### config.mk
export PLATFORM = sky130hd
export DESIGN_NAME = deadline_event_slot_table_flat
export DESIGN_NICKNAME = d
export VERILOG_FILES = /design/src/hdl/dest_pkg.sv /design/src/hdl/dest_if.sv /design/src/hdl/deadline_event_slot_table.sv /design/src/hdl/dest_ram.sv /design/src/hdl/dest_ctrl.sv /design/src/hdl/dest_dp.sv /design/src/flat_wrapper.sv
export SDC_FILE = /design/constraint.sdc
export NUM_CORES = 2
export LEC_CHECK = 0
export BUFFER_PORTS_ARGS = -buffer_cell sky130_fd_sc_hd__buf_2
export CAP_MARGIN = 10
export CORE_AREA = 2 2 518 520
export DETAILED_ROUTE_END_ITERATION = 6
export DIE_AREA = 0 0 520 522
export GPL_TIMING_DRIVEN = 0
export PLACE_DENSITY = 0.63
export SYNTH_ARGS = -nofsm -noshare
export SYNTH_HDL_FRONTEND = slang
export SYNTH_SLANG_ARGS = --single-unit
### constraint.sdc
create_clock -name clk -period 12.4 [get_ports clk]
set_clock_uncertainty 0.2 [all_clocks]
set_input_delay 1.24 -clock clk [delete_from_list [all_inputs] [get_ports clk]]
set_output_delay 1.24 -clock clk [all_outputs]
set_load 0.02 [all_outputs]
### src/hdl/dest_pkg.sv
// ----------------------------------------------------------------------------
// dest_pkg
// Shared constants, types and codes of the deadline event slot table.
// ----------------------------------------------------------------------------
`default_nettype none

package dest_pkg;

  // Table geometry.
  localparam int SLOTS   = 32;
  localparam int SLOT_AW = $clog2(SLOTS);
  localparam int CNT_W   = $clog2(SLOTS + 1);

  // Field widths.
  localparam int HANDLE_W = 16;
  localparam int TIME_W   = 48;
  localparam int GRACE_W  = 24;
  localparam int KIND_W   = 2;
  localparam int COUNT_W  = 7;

  // Item modes.
  localparam logic MODE_ADD    = 1'b0;
  localparam logic MODE_UPDATE = 1'b1;

  // Result kinds.
  localparam logic [KIND_W-1:0] KIND_ACK   = 2'd0;
  localparam logic [KIND_W-1:0] KIND_FIRED = 2'd1;
  localparam logic [KIND_W-1:0] KIND_DONE  = 2'd2;

  // Add status codes.
  localparam logic STATUS_OK   = 1'b0;
  localparam logic STATUS_FULL = 1'b1;

  typedef struct packed {
    logic [HANDLE_W-1:0] handle;
    logic [TIME_W-1:0]   deadline;
    logic [GRACE_W-1:0]  grace;
  } slot_entry_t;

  localparam int ENTRY_W = $bits(slot_entry_t);

  typedef struct packed {
    logic load;        // capture a new item
    logic idx_inc;     // step the add scan
    logic write_slot;  // store the item at the scan index
    logic hw_inc;      // raise the high-water mark
    logic hw_dec;      // lower the high-water mark
    logic set_full;    // remember a dropped add
    logic rd_issue;    // read the slot at the scan index
    logic pend_drop;   // retire the pending slot read once the scan is done
    logic fire;        // emit the pending slot and empty it
    logic emit_ack;
    logic emit_fin;
  } dp_cmd_t;

  typedef struct packed {
    logic new_update;  // mode of the item offered at the input
    logic handle_zero;
    logic scan_done;
    logic slot_occ;
    logic full;
    logic pend;
    logic pend_fire;
    logic trim_stop;
    logic out_free;
  } dp_status_t;

endpackage

`default_nettype wire

### src/hdl/dest_if.sv
// ----------------------------------------------------------------------------
// dest_if
// Valid/ready channels for event requests and table results.
// ----------------------------------------------------------------------------
`default_nettype none

interface dest_in_if;
  import dest_pkg::*;

  logic                valid;
  logic                ready;
  logic                mode;
  logic [HANDLE_W-1:0] handle;
  logic [TIME_W-1:0]   deadline;
  logic [GRACE_W-1:0]  grace;
  logic [TIME_W-1:0]   now;

  modport source (output valid, mode, handle, deadline, grace, now, input ready);
  modport sink   (input valid, mode, handle, deadline, grace, now, output ready);
endinterface

interface dest_out_if;
  import dest_pkg::*;

  logic                valid;
  logic                ready;
  logic [KIND_W-1:0]   kind;
  logic [HANDLE_W-1:0] fired_handle;
  logic                status;
  logic [COUNT_W-1:0]  fired_count;
  logic [COUNT_W-1:0]  used_slots;
  logic                last;

  modport source (output valid, kind, fired_handle, status, fired_count, used_slots, last,
                  input ready);
  modport sink   (input valid, kind, fired_handle, status, fired_count, used_slots, last,
                  output ready);
endinterface

`default_nettype wire

### src/hdl/deadline_event_slot_table.sv
// ----------------------------------------------------------------------------
// deadline_event_slot_table
// Fixed table of timed events with add and update requests.
// ----------------------------------------------------------------------------
// One request is processed at a time. An add walks the occupancy bits from
// slot 0, one slot per cycle, to the first empty slot or the high-water mark,
// and its acknowledge is emitted once the output register is free; the next
// request is accepted only after that. An update reads every slot below the
// mark through the single read port of the slot RAM, one slot per cycle
// while no firing slot waits for the output register, emits each occupied
// slot whose deadline lies before now plus its grace, then lowers the mark
// by one per cycle over empty top slots. Its finished result is emitted once
// the output register is free. A new request is taken while the last result
// still waits in the output register.
`default_nettype none

module deadline_event_slot_table (
  input wire logic  clk,
  input wire logic  rst,
  dest_in_if.sink   item,
  dest_out_if.source result
);
  import dest_pkg::*;

  dp_cmd_t    cmd;
  dp_status_t status;

  dest_ctrl u_ctrl (
    .clk      (clk),
    .rst      (rst),
    .in_valid (item.valid),
    .in_ready (item.ready),
    .status   (status),
    .cmd      (cmd)
  );

  dest_dp u_dp (
    .clk              (clk),
    .rst              (rst),
    .in_mode          (item.mode),
    .in_handle        (item.handle),
    .in_deadline      (item.deadline),
    .in_grace         (item.grace),
    .in_now           (item.now),
    .out_valid        (result.valid),
    .out_ready        (result.ready),
    .out_kind         (result.kind),
    .out_fired_handle (result.fired_handle),
    .out_status       (result.status),
    .out_fired_count  (result.fired_count),
    .out_used_slots   (result.used_slots),
    .out_last         (result.last),
    .cmd              (cmd),
    .status           (status)
  );

endmodule

`default_nettype wire

### src/hdl/dest_ram.sv
// ----------------------------------------------------------------------------
// dest_ram
// Generic simple dual-port RAM with one write port and a registered read.
// ----------------------------------------------------------------------------
`default_nettype none

module dest_ram #(
  parameter int WIDTH = 8,
  parameter int DEPTH = 32
) (
  input  wire logic                     clk,
  input  wire logic                     we,
  input  wire logic [$clog2(DEPTH)-1:0] waddr,
  input  wire logic [WIDTH-1:0]         wdata,
  input  wire logic                     re,
  input  wire logic [$clog2(DEPTH)-1:0] raddr,
  output      logic [WIDTH-1:0]         rdata
);

  logic [WIDTH-1:0] mem [DEPTH];

  always_ff @(posedge clk) begin
    if (we) begin
      mem[waddr] <= wdata;
    end
    if (re) begin
      rdata <= mem[raddr];
    end
  end

endmodule

`default_nettype wire

### src/hdl/dest_ctrl.sv
// ----------------------------------------------------------------------------
// dest_ctrl
// Sequencer for add scans, update scans, mark trimming and result emission.
// ----------------------------------------------------------------------------
`default_nettype none

module dest_ctrl (
  input  wire logic                 clk,
  input  wire logic                 rst,
  input  wire logic                 in_valid,
  output      logic                 in_ready,
  input  wire dest_pkg::dp_status_t status,
  output      dest_pkg::dp_cmd_t    cmd
);
  import dest_pkg::*;

  localparam logic [2:0] S_IDLE = 3'd0;
  localparam logic [2:0] S_ADD  = 3'd1;
  localparam logic [2:0] S_ACK  = 3'd2;
  localparam logic [2:0] S_UPD  = 3'd3;
  localparam logic [2:0] S_TRIM = 3'd4;
  localparam logic [2:0] S_FIN  = 3'd5;

  logic [2:0] state;
  logic [2:0] state_next;
  logic       stall;

  // A slot that fires must wait until the output register can take it.
  assign stall = status.pend && status.pend_fire && !status.out_free;

  always_comb begin
    state_next = state;
    cmd        = '0;
    in_ready   = (state == S_IDLE);
    unique case (state)
      S_IDLE: begin
        if (in_valid) begin
          cmd.load   = 1'b1;
          state_next = status.new_update ? S_UPD : S_ADD;
        end
      end
      S_ADD: begin
        if (status.handle_zero) begin
          state_next = S_ACK;
        end else if (status.scan_done) begin
          if (status.full) begin
            cmd.set_full = 1'b1;
          end else begin
            cmd.write_slot = 1'b1;
            cmd.hw_inc     = 1'b1;
          end
          state_next = S_ACK;
        end else if (status.slot_occ) begin
          cmd.idx_inc = 1'b1;
        end else begin
          cmd.write_slot = 1'b1;
          state_next     = S_ACK;
        end
      end
      S_ACK: begin
        if (status.out_free) begin
          cmd.emit_ack = 1'b1;
          state_next   = S_IDLE;
        end
      end
      S_UPD: begin
        if (!stall) begin
          cmd.fire = status.pend && status.pend_fire;
          if (!status.scan_done) begin
            cmd.rd_issue = 1'b1;
          end else if (status.pend) begin
            cmd.pend_drop = 1'b1;
          end else begin
            state_next = S_TRIM;
          end
        end
      end
      S_TRIM: begin
        if (status.trim_stop) begin
          state_next = S_FIN;
        end else begin
          cmd.hw_dec = 1'b1;
        end
      end
      S_FIN: begin
        if (status.out_free) begin
          cmd.emit_fin = 1'b1;
          state_next   = S_IDLE;
        end
      end
      default: begin
        state_next = S_IDLE;
      end
    endcase
  end

  always_ff @(posedge clk) begin
    if (rst) begin
      state <= S_IDLE;
    end else begin
      state <= state_next;
    end
  end

endmodule

`default_nettype wire

### src/hdl/dest_dp.sv
// ----------------------------------------------------------------------------
// dest_dp
// Slot storage, occupancy bits, high-water mark, scan index and result register.
// ----------------------------------------------------------------------------
`default_nettype none

module dest_dp (
  input  wire logic                          clk,
  input  wire logic                          rst,
  input  wire logic                          in_mode,
  input  wire logic [dest_pkg::HANDLE_W-1:0] in_handle,
  input  wire logic [dest_pkg::TIME_W-1:0]   in_deadline,
  input  wire logic [dest_pkg::GRACE_W-1:0]  in_grace,
  input  wire logic [dest_pkg::TIME_W-1:0]   in_now,
  output      logic                          out_valid,
  input  wire logic                          out_ready,
  output      logic [dest_pkg::KIND_W-1:0]   out_kind,
  output      logic [dest_pkg::HANDLE_W-1:0] out_fired_handle,
  output      logic                          out_status,
  output      logic [dest_pkg::COUNT_W-1:0]  out_fired_count,
  output      logic [dest_pkg::COUNT_W-1:0]  out_used_slots,
  output      logic                          out_last,
  input  wire dest_pkg::dp_cmd_t             cmd,
  output      dest_pkg::dp_status_t          status
);
  import dest_pkg::*;

  // Captured item.
  logic [HANDLE_W-1:0] handle;
  logic [TIME_W-1:0]   deadline;
  logic [GRACE_W-1:0]  grace;
  logic [TIME_W-1:0]   now;

  logic [SLOTS-1:0]    occ;
  logic [CNT_W-1:0]    hw;
  logic [CNT_W-1:0]    hw_m1;
  logic [CNT_W-1:0]    idx;
  logic [CNT_W-1:0]    count;
  logic                full_flag;
  logic                pend;
  logic                pend_occ;
  logic [SLOT_AW-1:0]  pend_idx;

  slot_entry_t         wr_entry;
  logic [ENTRY_W-1:0]  rd_raw;
  slot_entry_t         rd_entry;
  logic [TIME_W:0]     limit;

  assign wr_entry.handle   = handle;
  assign wr_entry.deadline = deadline;
  assign wr_entry.grace    = grace;
  assign rd_entry          = slot_entry_t'(rd_raw);

  dest_ram #(
    .WIDTH (ENTRY_W),
    .DEPTH (SLOTS)
  ) u_slots (
    .clk   (clk),
    .we    (cmd.write_slot),
    .waddr (idx[SLOT_AW-1:0]),
    .wdata (wr_entry),
    .re    (cmd.rd_issue),
    .raddr (idx[SLOT_AW-1:0]),
    .rdata (rd_raw)
  );

  // The sum is one bit wider than a time so that it never wraps.
  assign limit = {1'b0, now} + {{(TIME_W + 1 - GRACE_W){1'b0}}, rd_entry.grace};
  assign hw_m1 = hw - CNT_W'(1);

  assign status.new_update  = (in_mode == MODE_UPDATE);
  assign status.handle_zero = (handle == '0);
  assign status.scan_done   = (idx == hw);
  assign status.slot_occ    = occ[idx[SLOT_AW-1:0]];
  assign status.full        = (hw == CNT_W'(SLOTS));
  assign status.pend        = pend;
  assign status.pend_fire   = pend_occ && ({1'b0, rd_entry.deadline} < limit);
  assign status.trim_stop   = (hw == '0) || occ[hw_m1[SLOT_AW-1:0]];
  assign status.out_free    = !out_valid || out_ready;

  always_ff @(posedge clk) begin
    if (cmd.load) begin
      handle   <= in_handle;
      deadline <= in_deadline;
      grace    <= in_grace;
      now      <= in_now;
    end
    if (cmd.rd_issue) begin
      pend_idx <= idx[SLOT_AW-1:0];
      pend_occ <= occ[idx[SLOT_AW-1:0]];
    end
  end

  always_ff @(posedge clk) begin
    if (rst) begin
      occ       <= '0;
      hw        <= '0;
      idx       <= '0;
      count     <= '0;
      full_flag <= 1'b0;
      pend      <= 1'b0;
    end else begin
      if (cmd.load) begin
        idx       <= '0;
        count     <= '0;
        full_flag <= 1'b0;
        pend      <= 1'b0;
      end
      if (cmd.idx_inc || cmd.rd_issue) begin
        idx <= idx + CNT_W'(1);
      end
      if (cmd.rd_issue) begin
        pend <= 1'b1;
      end else if (cmd.pend_drop) begin
        pend <= 1'b0;
      end
      if (cmd.write_slot) begin
        occ[idx[SLOT_AW-1:0]] <= 1'b1;
      end
      if (cmd.fire) begin
        occ[pend_idx] <= 1'b0;
        count         <= count + CNT_W'(1);
      end
      if (cmd.hw_inc) begin
        hw <= hw + CNT_W'(1);
      end else if (cmd.hw_dec) begin
        hw <= hw_m1;
      end
      if (cmd.set_full) begin
        full_flag <= 1'b1;
      end
    end
  end

  // Output register: holds one result until the sink takes it.
  always_ff @(posedge clk) begin
    if (rst) begin
      out_valid <= 1'b0;
    end else if (cmd.emit_ack || cmd.fire || cmd.emit_fin) begin
      out_valid <= 1'b1;
    end else if (out_ready) begin
      out_valid <= 1'b0;
    end
  end

  always_ff @(posedge clk) begin
    if (cmd.emit_ack) begin
      out_kind         <= KIND_ACK;
      out_fired_handle <= '0;
      out_status       <= full_flag ? STATUS_FULL : STATUS_OK;
      out_fired_count  <= '0;
      out_used_slots   <= COUNT_W'(hw);
      out_last         <= 1'b1;
    end else if (cmd.fire) begin
      out_kind         <= KIND_FIRED;
      out_fired_handle <= rd_entry.handle;
      out_status       <= STATUS_OK;
      out_fired_count  <= '0;
      out_used_slots   <= COUNT_W'(hw);
      out_last         <= 1'b0;
    end else if (cmd.emit_fin) begin
      out_kind         <= KIND_DONE;
      out_fired_handle <= '0;
      out_status       <= STATUS_OK;
      out_fired_count  <= COUNT_W'(count);
      out_used_slots   <= COUNT_W'(hw);
      out_last         <= 1'b1;
    end
  end

endmodule

`default_nettype wire
### src/flat_wrapper.sv
// flat-port wrapper written by rule: the top's interface ports become plain ports
module deadline_event_slot_table_flat import dest_pkg::*;
  (clk, rst, item_valid, item_mode, item_handle, item_deadline, item_grace, item_now, item_ready, result_valid, result_kind, result_fired_handle, result_status, result_fired_count, result_used_slots, result_last, result_ready);
  dest_in_if item_i ();
  dest_out_if result_i ();
  input wire logic clk;
  input wire logic rst;
  input wire logic [$bits(item_i.valid)-1:0] item_valid;
  input wire logic [$bits(item_i.mode)-1:0] item_mode;
  input wire logic [$bits(item_i.handle)-1:0] item_handle;
  input wire logic [$bits(item_i.deadline)-1:0] item_deadline;
  input wire logic [$bits(item_i.grace)-1:0] item_grace;
  input wire logic [$bits(item_i.now)-1:0] item_now;
  output wire logic [$bits(item_i.ready)-1:0] item_ready;
  output wire logic [$bits(result_i.valid)-1:0] result_valid;
  output wire logic [$bits(result_i.kind)-1:0] result_kind;
  output wire logic [$bits(result_i.fired_handle)-1:0] result_fired_handle;
  output wire logic [$bits(result_i.status)-1:0] result_status;
  output wire logic [$bits(result_i.fired_count)-1:0] result_fired_count;
  output wire logic [$bits(result_i.used_slots)-1:0] result_used_slots;
  output wire logic [$bits(result_i.last)-1:0] result_last;
  input wire logic [$bits(result_i.ready)-1:0] result_ready;
  assign item_i.valid = item_valid;
  assign item_i.mode = item_mode;
  assign item_i.handle = item_handle;
  assign item_i.deadline = item_deadline;
  assign item_i.grace = item_grace;
  assign item_i.now = item_now;
  assign item_ready = item_i.ready;
  assign result_valid = result_i.valid;
  assign result_kind = result_i.kind;
  assign result_fired_handle = result_i.fired_handle;
  assign result_status = result_i.status;
  assign result_fired_count = result_i.fired_count;
  assign result_used_slots = result_i.used_slots;
  assign result_last = result_i.last;
  assign result_i.ready = result_ready;
  deadline_event_slot_table u_core (.clk(clk), .rst(rst), .item(item_i), .result(result_i));
endmodule
* Word-level counts from Yosys, hierarchy flattened
Memories as Yosys holds them, arrays and structs flattened. A register that Yosys moved wholly into a read port is not among the register bits.
Index checks and enable logic that the tools add are counted.
** Storage, ports and cells
- RAM bits :: 2816
- Bits in registers :: 230
- Output and inout port bits :: 36
- Bits of input ports :: 141
- Word-level logic and storage cells :: 148
- Memories kept :: 1
** Memory list
- u_core.u_dp.u_slots.mem :: depth 32, width 88, read ports 1, clocked after memory_dff 1, wr ports 1, line dest_ram.sv:20 : logic [WIDTH-1:0] mem [DEPTH];
** Operators by class
- Muxes and demuxes :: 72
- $lt $le $gt $ge :: 6
- Bitwise operators :: 3
- Equality and inequality tests :: 14
- Reduce and logical (&&, ||, !) cells :: 26
- Add/subtract/negate cells :: 5
** Operators with widths (number)
- two-way mux 32 bit :: 3
- adder 48 x 24 -> 49 bit :: 1
- less-than comparator 48 x 49 -> 1 bit :: 1
- two-way mux 6 bit :: 8
- two-way mux 1 bit :: 39
- two-way mux 3 bit :: 13
- bitwise AND 32 bit :: 1
- two-way mux 16 bit :: 2
- NOT 32 bit :: 1
- bitwise OR 32 bit :: 1
- adder 6 x 1 -> 6 bit, second input constant :: 3
- less-than comparator 5 x 6 -> 1 bit, second input constant :: 3
- zero test 16 bit :: 1
- one-hot mux 3 bit (5 select lines) :: 1
- nonzero test 2 bit :: 6
- binary-select mux 1 bit (select 5 bit) :: 2
- demux 1 bit (select 5 bit) :: 2
- greater-or-equal comparator 5 x 1 -> 1 bit, second input constant :: 2
- != test 2 bit, second input constant :: 4
- AND reduction 7 bit :: 1
- equality test 3 x 2 -> 1 bit, second input constant :: 2
- equality test 3 bit, second input constant :: 2
- equality test 6 bit :: 1
- equality test 6 bit, second input constant :: 1
- other kinds (12) :: 25

* Depth between registers and ports, before layout
- Depth after elaboration :: 10
- Depth in mapped cells :: 21
- Depth with buffers taken out :: 20

* Modules after synthesis
A second synthesis with hierarchy kept.
** Second synthesis, totals
- Cell total of the unflattened synthesis :: 6087
- Area total of the unflattened synthesis :: 120913.5 um^2
** Modules (own cells, without submodules)
- dest_ram :: sequential area each 87203.6 um^2, times used 1, cells each 5145, area an instance 109687.7 um^2
- dest_dp :: sequential area each 6035.8 um^2, times used 1, cells each 893, area an instance 10867.9 um^2
- dest_ctrl :: sequential area each 60.1 um^2, times used 1, cells each 49, area an instance 357.8 um^2

* Worst setup path after synthesis
Ideal clock, no wire load.
- Path type :: register to register
- Start point :: register u_core.u_dp.now[10]
- End point :: register u_core.u_dp.pend_idx[0] (enable)
- Path buffers :: 0
- Setup time :: 0.558 ns
- Cell stages (with the launch flop) :: 19
- Clock period less this slack :: 9.084 ns
- Path slack :: 3.316 ns
- Data arrival time :: 8.326 ns
- Data required time :: 11.642 ns
- Cells stage by stage :: edfxtp_1 -> ha_1 -> a21o_1 -> a21o_1 -> a21oi_1 -> a31o_2 -> a311oi_1 -> a2111oi_0 -> nor3_1 -> xnor2_1 -> ha_1 -> nand4_1 -> nor4_1 -> nand2_1 -> a311oi_1 -> o31a_1 -> and2_1 -> o21ai_0 -> nor2b_1
** RTL lines
- from (decl) :: line dest_dp.sv:32 : logic [TIME_W-1:0] now;
- from (signal assigned) :: line dest_dp.sv:86 : now <= in_now;
- to (signal assigned) :: line dest_dp.sv:89 : pend_idx <= idx[SLOT_AW-1:0];
- to (decl) :: line dest_dp.sv:42 : logic [SLOT_AW-1:0] pend_idx;

==> flow_metrics.py <==
metrics = {
    "status": {
        "status": "complete, but fails checks",
        "violations": "DRC",
    },
    "grt": {
        "grt-ovfl-total": 0,
        "antenna_found_initial": 11,
        "grt_pass1_wl_mm": 487.1,
        "grt_pass1_vias": 60800,
        "grt_start_max_net_pins": 65,
        "grt_usage_pct": 25.95,
    },
    "timing": {
        "holdWs_ns": 0.2290,
        "hold_viol": 0,
        "maxSlewViolCount": 0,
        "timing.final.crit_share_pct": 72.22,
        "setup_viol": 0,
        "period_needed_ns": 8.955,
        "worstMarginPinSlew_ns": 1.425,
        "rsz0062_at_grt": "no",
        "slew_headroom_pct": 5.031,
        "fmax_mhz": 111.7,
    },
    "floorplanning": {
        "fp-row-count": 190,
        "die_h_um": 522,
        "die_w_um": 520,
        "start_util_pct": 44.61,
        "die-area_mm2": 0.2714,
        "io_pins": 177,
        "core_mm2": 0.2665,
    },
    "synthesis": {
        "synthAdderAreaFrac_pct": 0.8482,
        "synth-compound-area-share_pct": 3.568,
        "yosysMostFrequentCell": "edfxtp_1",
        "yosys.area_share.simple_pct": 1.859,
        "synth_xor_area_share_pct": 0.4125,
        "synthMuxAreaShare_pct": 13.85,
        "ys_seq_area_share_pct": 78.47,
        "synthTopCellsByArea": "edfxtp_1 77%, mux4_2 14%, a22oi_1 2.2%",
        "yosysTopAreaCell": "edfxtp_1",
        "ys_ff_latch": 3134,
        "synth_top_family_by_area": "multiplexers",
        "ys_types": 70,
        "syn_area_mm2": 0.1189,
        "syn_inst": 5325,
        "synth_top_area_share_pct": 77.11,
        "synth_ff_type": "edfxtp_1",
        "synth.cells.most_frequent": "3,053 x edfxtp_1, 722 x mux4_2, 346 x a22oi_1, 182 x clkbuf_1, 89 x nand4_1",
        "ys_warn_count": 0,
        "avgSynthCellArea_um2": 22.33,
        "synth-async-reset-ratio_pct": 0,
        "synth-edff-count": 3053,
    },
    "drt": {
        "ant_nets": 0,
        "drt-total-wl_mm": 355.6,
        "vias": 62210,
        "routed_via_density": 6.321,
        "drtPass1Iterations": 7,
        "drc_errors": 37,
        "routedWlPerCell_um": 36.14,
        "drtIter0Drc": 9452,
    },
    "clock_network": {
        "cts_sinks": 3134,
        "cts_resized": 0,
        "numCtsBuffers": 316,
        "clock-root-buffer": "clkbuf_16",
        "htree_levels": 5,
        "cts.clk_slew.worst_paths_ns": 0.06,
        "postCtsSetupRepairBufs": 0,
        "clk_path_buf_depth": 4,
        "clk_latency_ns": 0.89,
        "cts_tree": "yes",
        "cts_hold_repair.buffers": 0,
    },
    "setup_path": {
        "worstSetupStartpointType": "flip-flop",
        "worst_ep_arrival_time_ns": 9.29,
        "critPathRequiredTime_ns": 12.74,
        "worstPathMaxFanout": 31,
        "crit_chain": "ha_1 > inv_1 > o21ai_0 > nand2_1 > a311oi_1 > a211o_1 > clkbuf_1 > a31oi_1 > xor2_1 > ha_1 > nand3_1 > nor3_1 > nand2_1 > a311oi_1 > o31a_1 > and2_1 > o21ai_0 > nor2b_4 > buf_12 > buf_16 > buf_12",
        "endpoint_kind": "flip-flop",
        "critPathSlowestCell": "a311oi_1",
        "critPathKind": "flip-flop to flip-flop",
        "cpPeakStageDelay_ns": 1.01,
    },
    "placed_design": {
        "place_area_mm2": 0.1290,
        "gp_congestion": 0.8304,
        "dp.final_hpwl_mm": 236.4,
        "numPortBuffers": 173,
    },
    "finish": {
        "final_nets": 6262,
        "n_fill_cell": 20280,
        "postLayoutCellArea_mm2": 0.1391,
        "multi_input_area_mm2": 0.02471,
        "fin_util_pct": 52.20,
        "syn_to_final_growth_pct": 17.00,
        "drive_gt1_share_pct": 26.44,
        "ff_latch_area_mm2": 0.09330,
    },
    "job": {
        "drv_cap": 0,
    },
    "power": {
        "cellLeakagePower_nw": 42.85,
        "peakVddDrop_mv": 0.1245,
        "power_density_mw_per_mm2": 177.9,
    },
    "hold_path": {
        "hp-class": "flip-flop to flip-flop",
    },
}
-- final timing paths --
| check | startpoint | end | slack, ns | cells past startpoint |
|---|---|---|---|---|
| setup / recovery | u_core.u_dp.u_slots.rdata[3]$_DFFE_PP_ | u_core.u_dp.u_slots.rdata[42]$_DFFE_PP_ | 3.45 | 21 |
| hold / removal | u_core.u_dp.hw[4]$_SDFFE_PP0P_ | u_core.u_dp.out_used_slots[4]$_DFFE_PP_ | 0.23 | 0 |
| setup reg to reg | u_core.u_dp.u_slots.rdata[3]$_DFFE_PP_ | u_core.u_dp.u_slots.rdata[42]$_DFFE_PP_ | 3.45 | 21 |
| hold reg to reg | u_core.u_dp.hw[4]$_SDFFE_PP0P_ | u_core.u_dp.out_used_slots[4]$_DFFE_PP_ | 0.23 | 0 |
-- power breakdown --
part           internal, W  leakage (nW)  switching, W
logic             0.000982          9.84       0.00135
registers           0.0125          28.2      0.000643
clock network      0.00531          4.83       0.00400
total               0.0188          42.8       0.00599
-- per-layer routing --
metal | vias to the layer above | part of all wire, % | GRT usage, %
met2 | 3963 | 48 | 41.81
met3 | 653 | 10 | 5.252
met4 | 6 | 4.3 | 10.14
met1 | 33290 | 38 | 34.96
li1 | 24300 | - | -
met5 | - | 0.010 | 0
-- sequential cells by signal, indices dropped and copies added (netlist names) --
name                          count
u_core.u_dp.count                 6
u_core.u_dp.out_fired_count       6
u_core.u_dp.out_status            1
u_core.u_dp.pend_idx              5
u_core.u_dp.out_valid             1
u_core.u_dp.out_kind              2
u_core.u_dp.hw                    6
u_core.u_dp.out_fired_handle     16
u_core.u_dp.occ                  32
u_core.u_dp.pend_occ              1
u_core.u_dp.u_slots.rdata        88
u_core.u_dp.out_used_slots        6
u_core.u_dp.now                  48
u_core.u_dp.out_last              1
u_core.u_dp.grace                24
u_core.u_dp.idx                   6
u_core.u_dp.handle               16
u_core.u_dp.pend                  1
u_core.u_dp.full_flag             1
u_core.u_dp.deadline             48
u_core.u_dp.u_slots.mem        2816
u_core.u_ctrl.state               3
-- cell families after synthesis --
| logic type | count (synthesis) |
|---|---|
| flops | 3134 |
| mux | 743 |
| compound gates | 598 |
| simple gates | 412 |
| buf+inv | 301 |
| fa+ha+maj | 80 |
| xor+xnor | 56 |
| other cells | 1 |
-- cell type report --
| class | count | area share [%] |
|---|---|---|
| multi-input cells | 1891 | 17.76 |
| flip-flops and latches | 3134 | 67.07 |
| plain buffers | 283 | 0.8257 |
| clock buffers | 400 | 6.069 |
| well taps | 3552 | 3.195 |
| diodes | 12 | 0.02159 |
| clock inverters | 155 | 1.042 |
| inverters | 18 | 0.05217 |
| repair buffers | 397 | 3.964 |
-- placed cells by master (no fill, tap or decap), types with 46 or more instances in the layout --
cell type,n
edfxtp_1,3053
mux4_2,722
a22oi_1,346
clkbuf_16,323
clkbuf_1,219
buf_2,191
buf_12,132
nand4_1,89
dfxtp_1,81
buf_1,79
ha_1,79
nand2_1,71
o21ai_0,59
nor2_1,55
clkinv_1,54
buf_16,52
clkinv_2,51
a21oi_1,46
-- metrics by stage --
| stage | total power [W] | TNS, ns | setup WS [ns] | cells |
|---|---|---|---|---|
| after floorplan | 0.01448 | 0 | 3.316 | 5326 |
| after global placement | 0.01551 | -5288.37 | -3.838 | 9051 |
| after detailed placement | 0.01563 | 0 | 3.653 | 9261 |
| after CTS | 0.02482 | 0 | 3.574 | 9816 |
| after global routing | 0.02545 | 0 | 3.312 | 9831 |
| final | 0.02475 | 0 | 3.445 | 9842 |
-- critical path, delay by kind of cell, from the launching register on --
| family | cells | cell delay [ns] |
|---|---|---|
| compound gates | 7 | 3.55 |
| xor+xnor | 1 | 0.19 |
| fa+ha+maj | 2 | 0.72 |
| buf+inv | 5 | 1.22 |
| flops | 1 | 0.61 |
| simple gates | 6 | 2.03 |
Power figures use the tool's default switching activity.
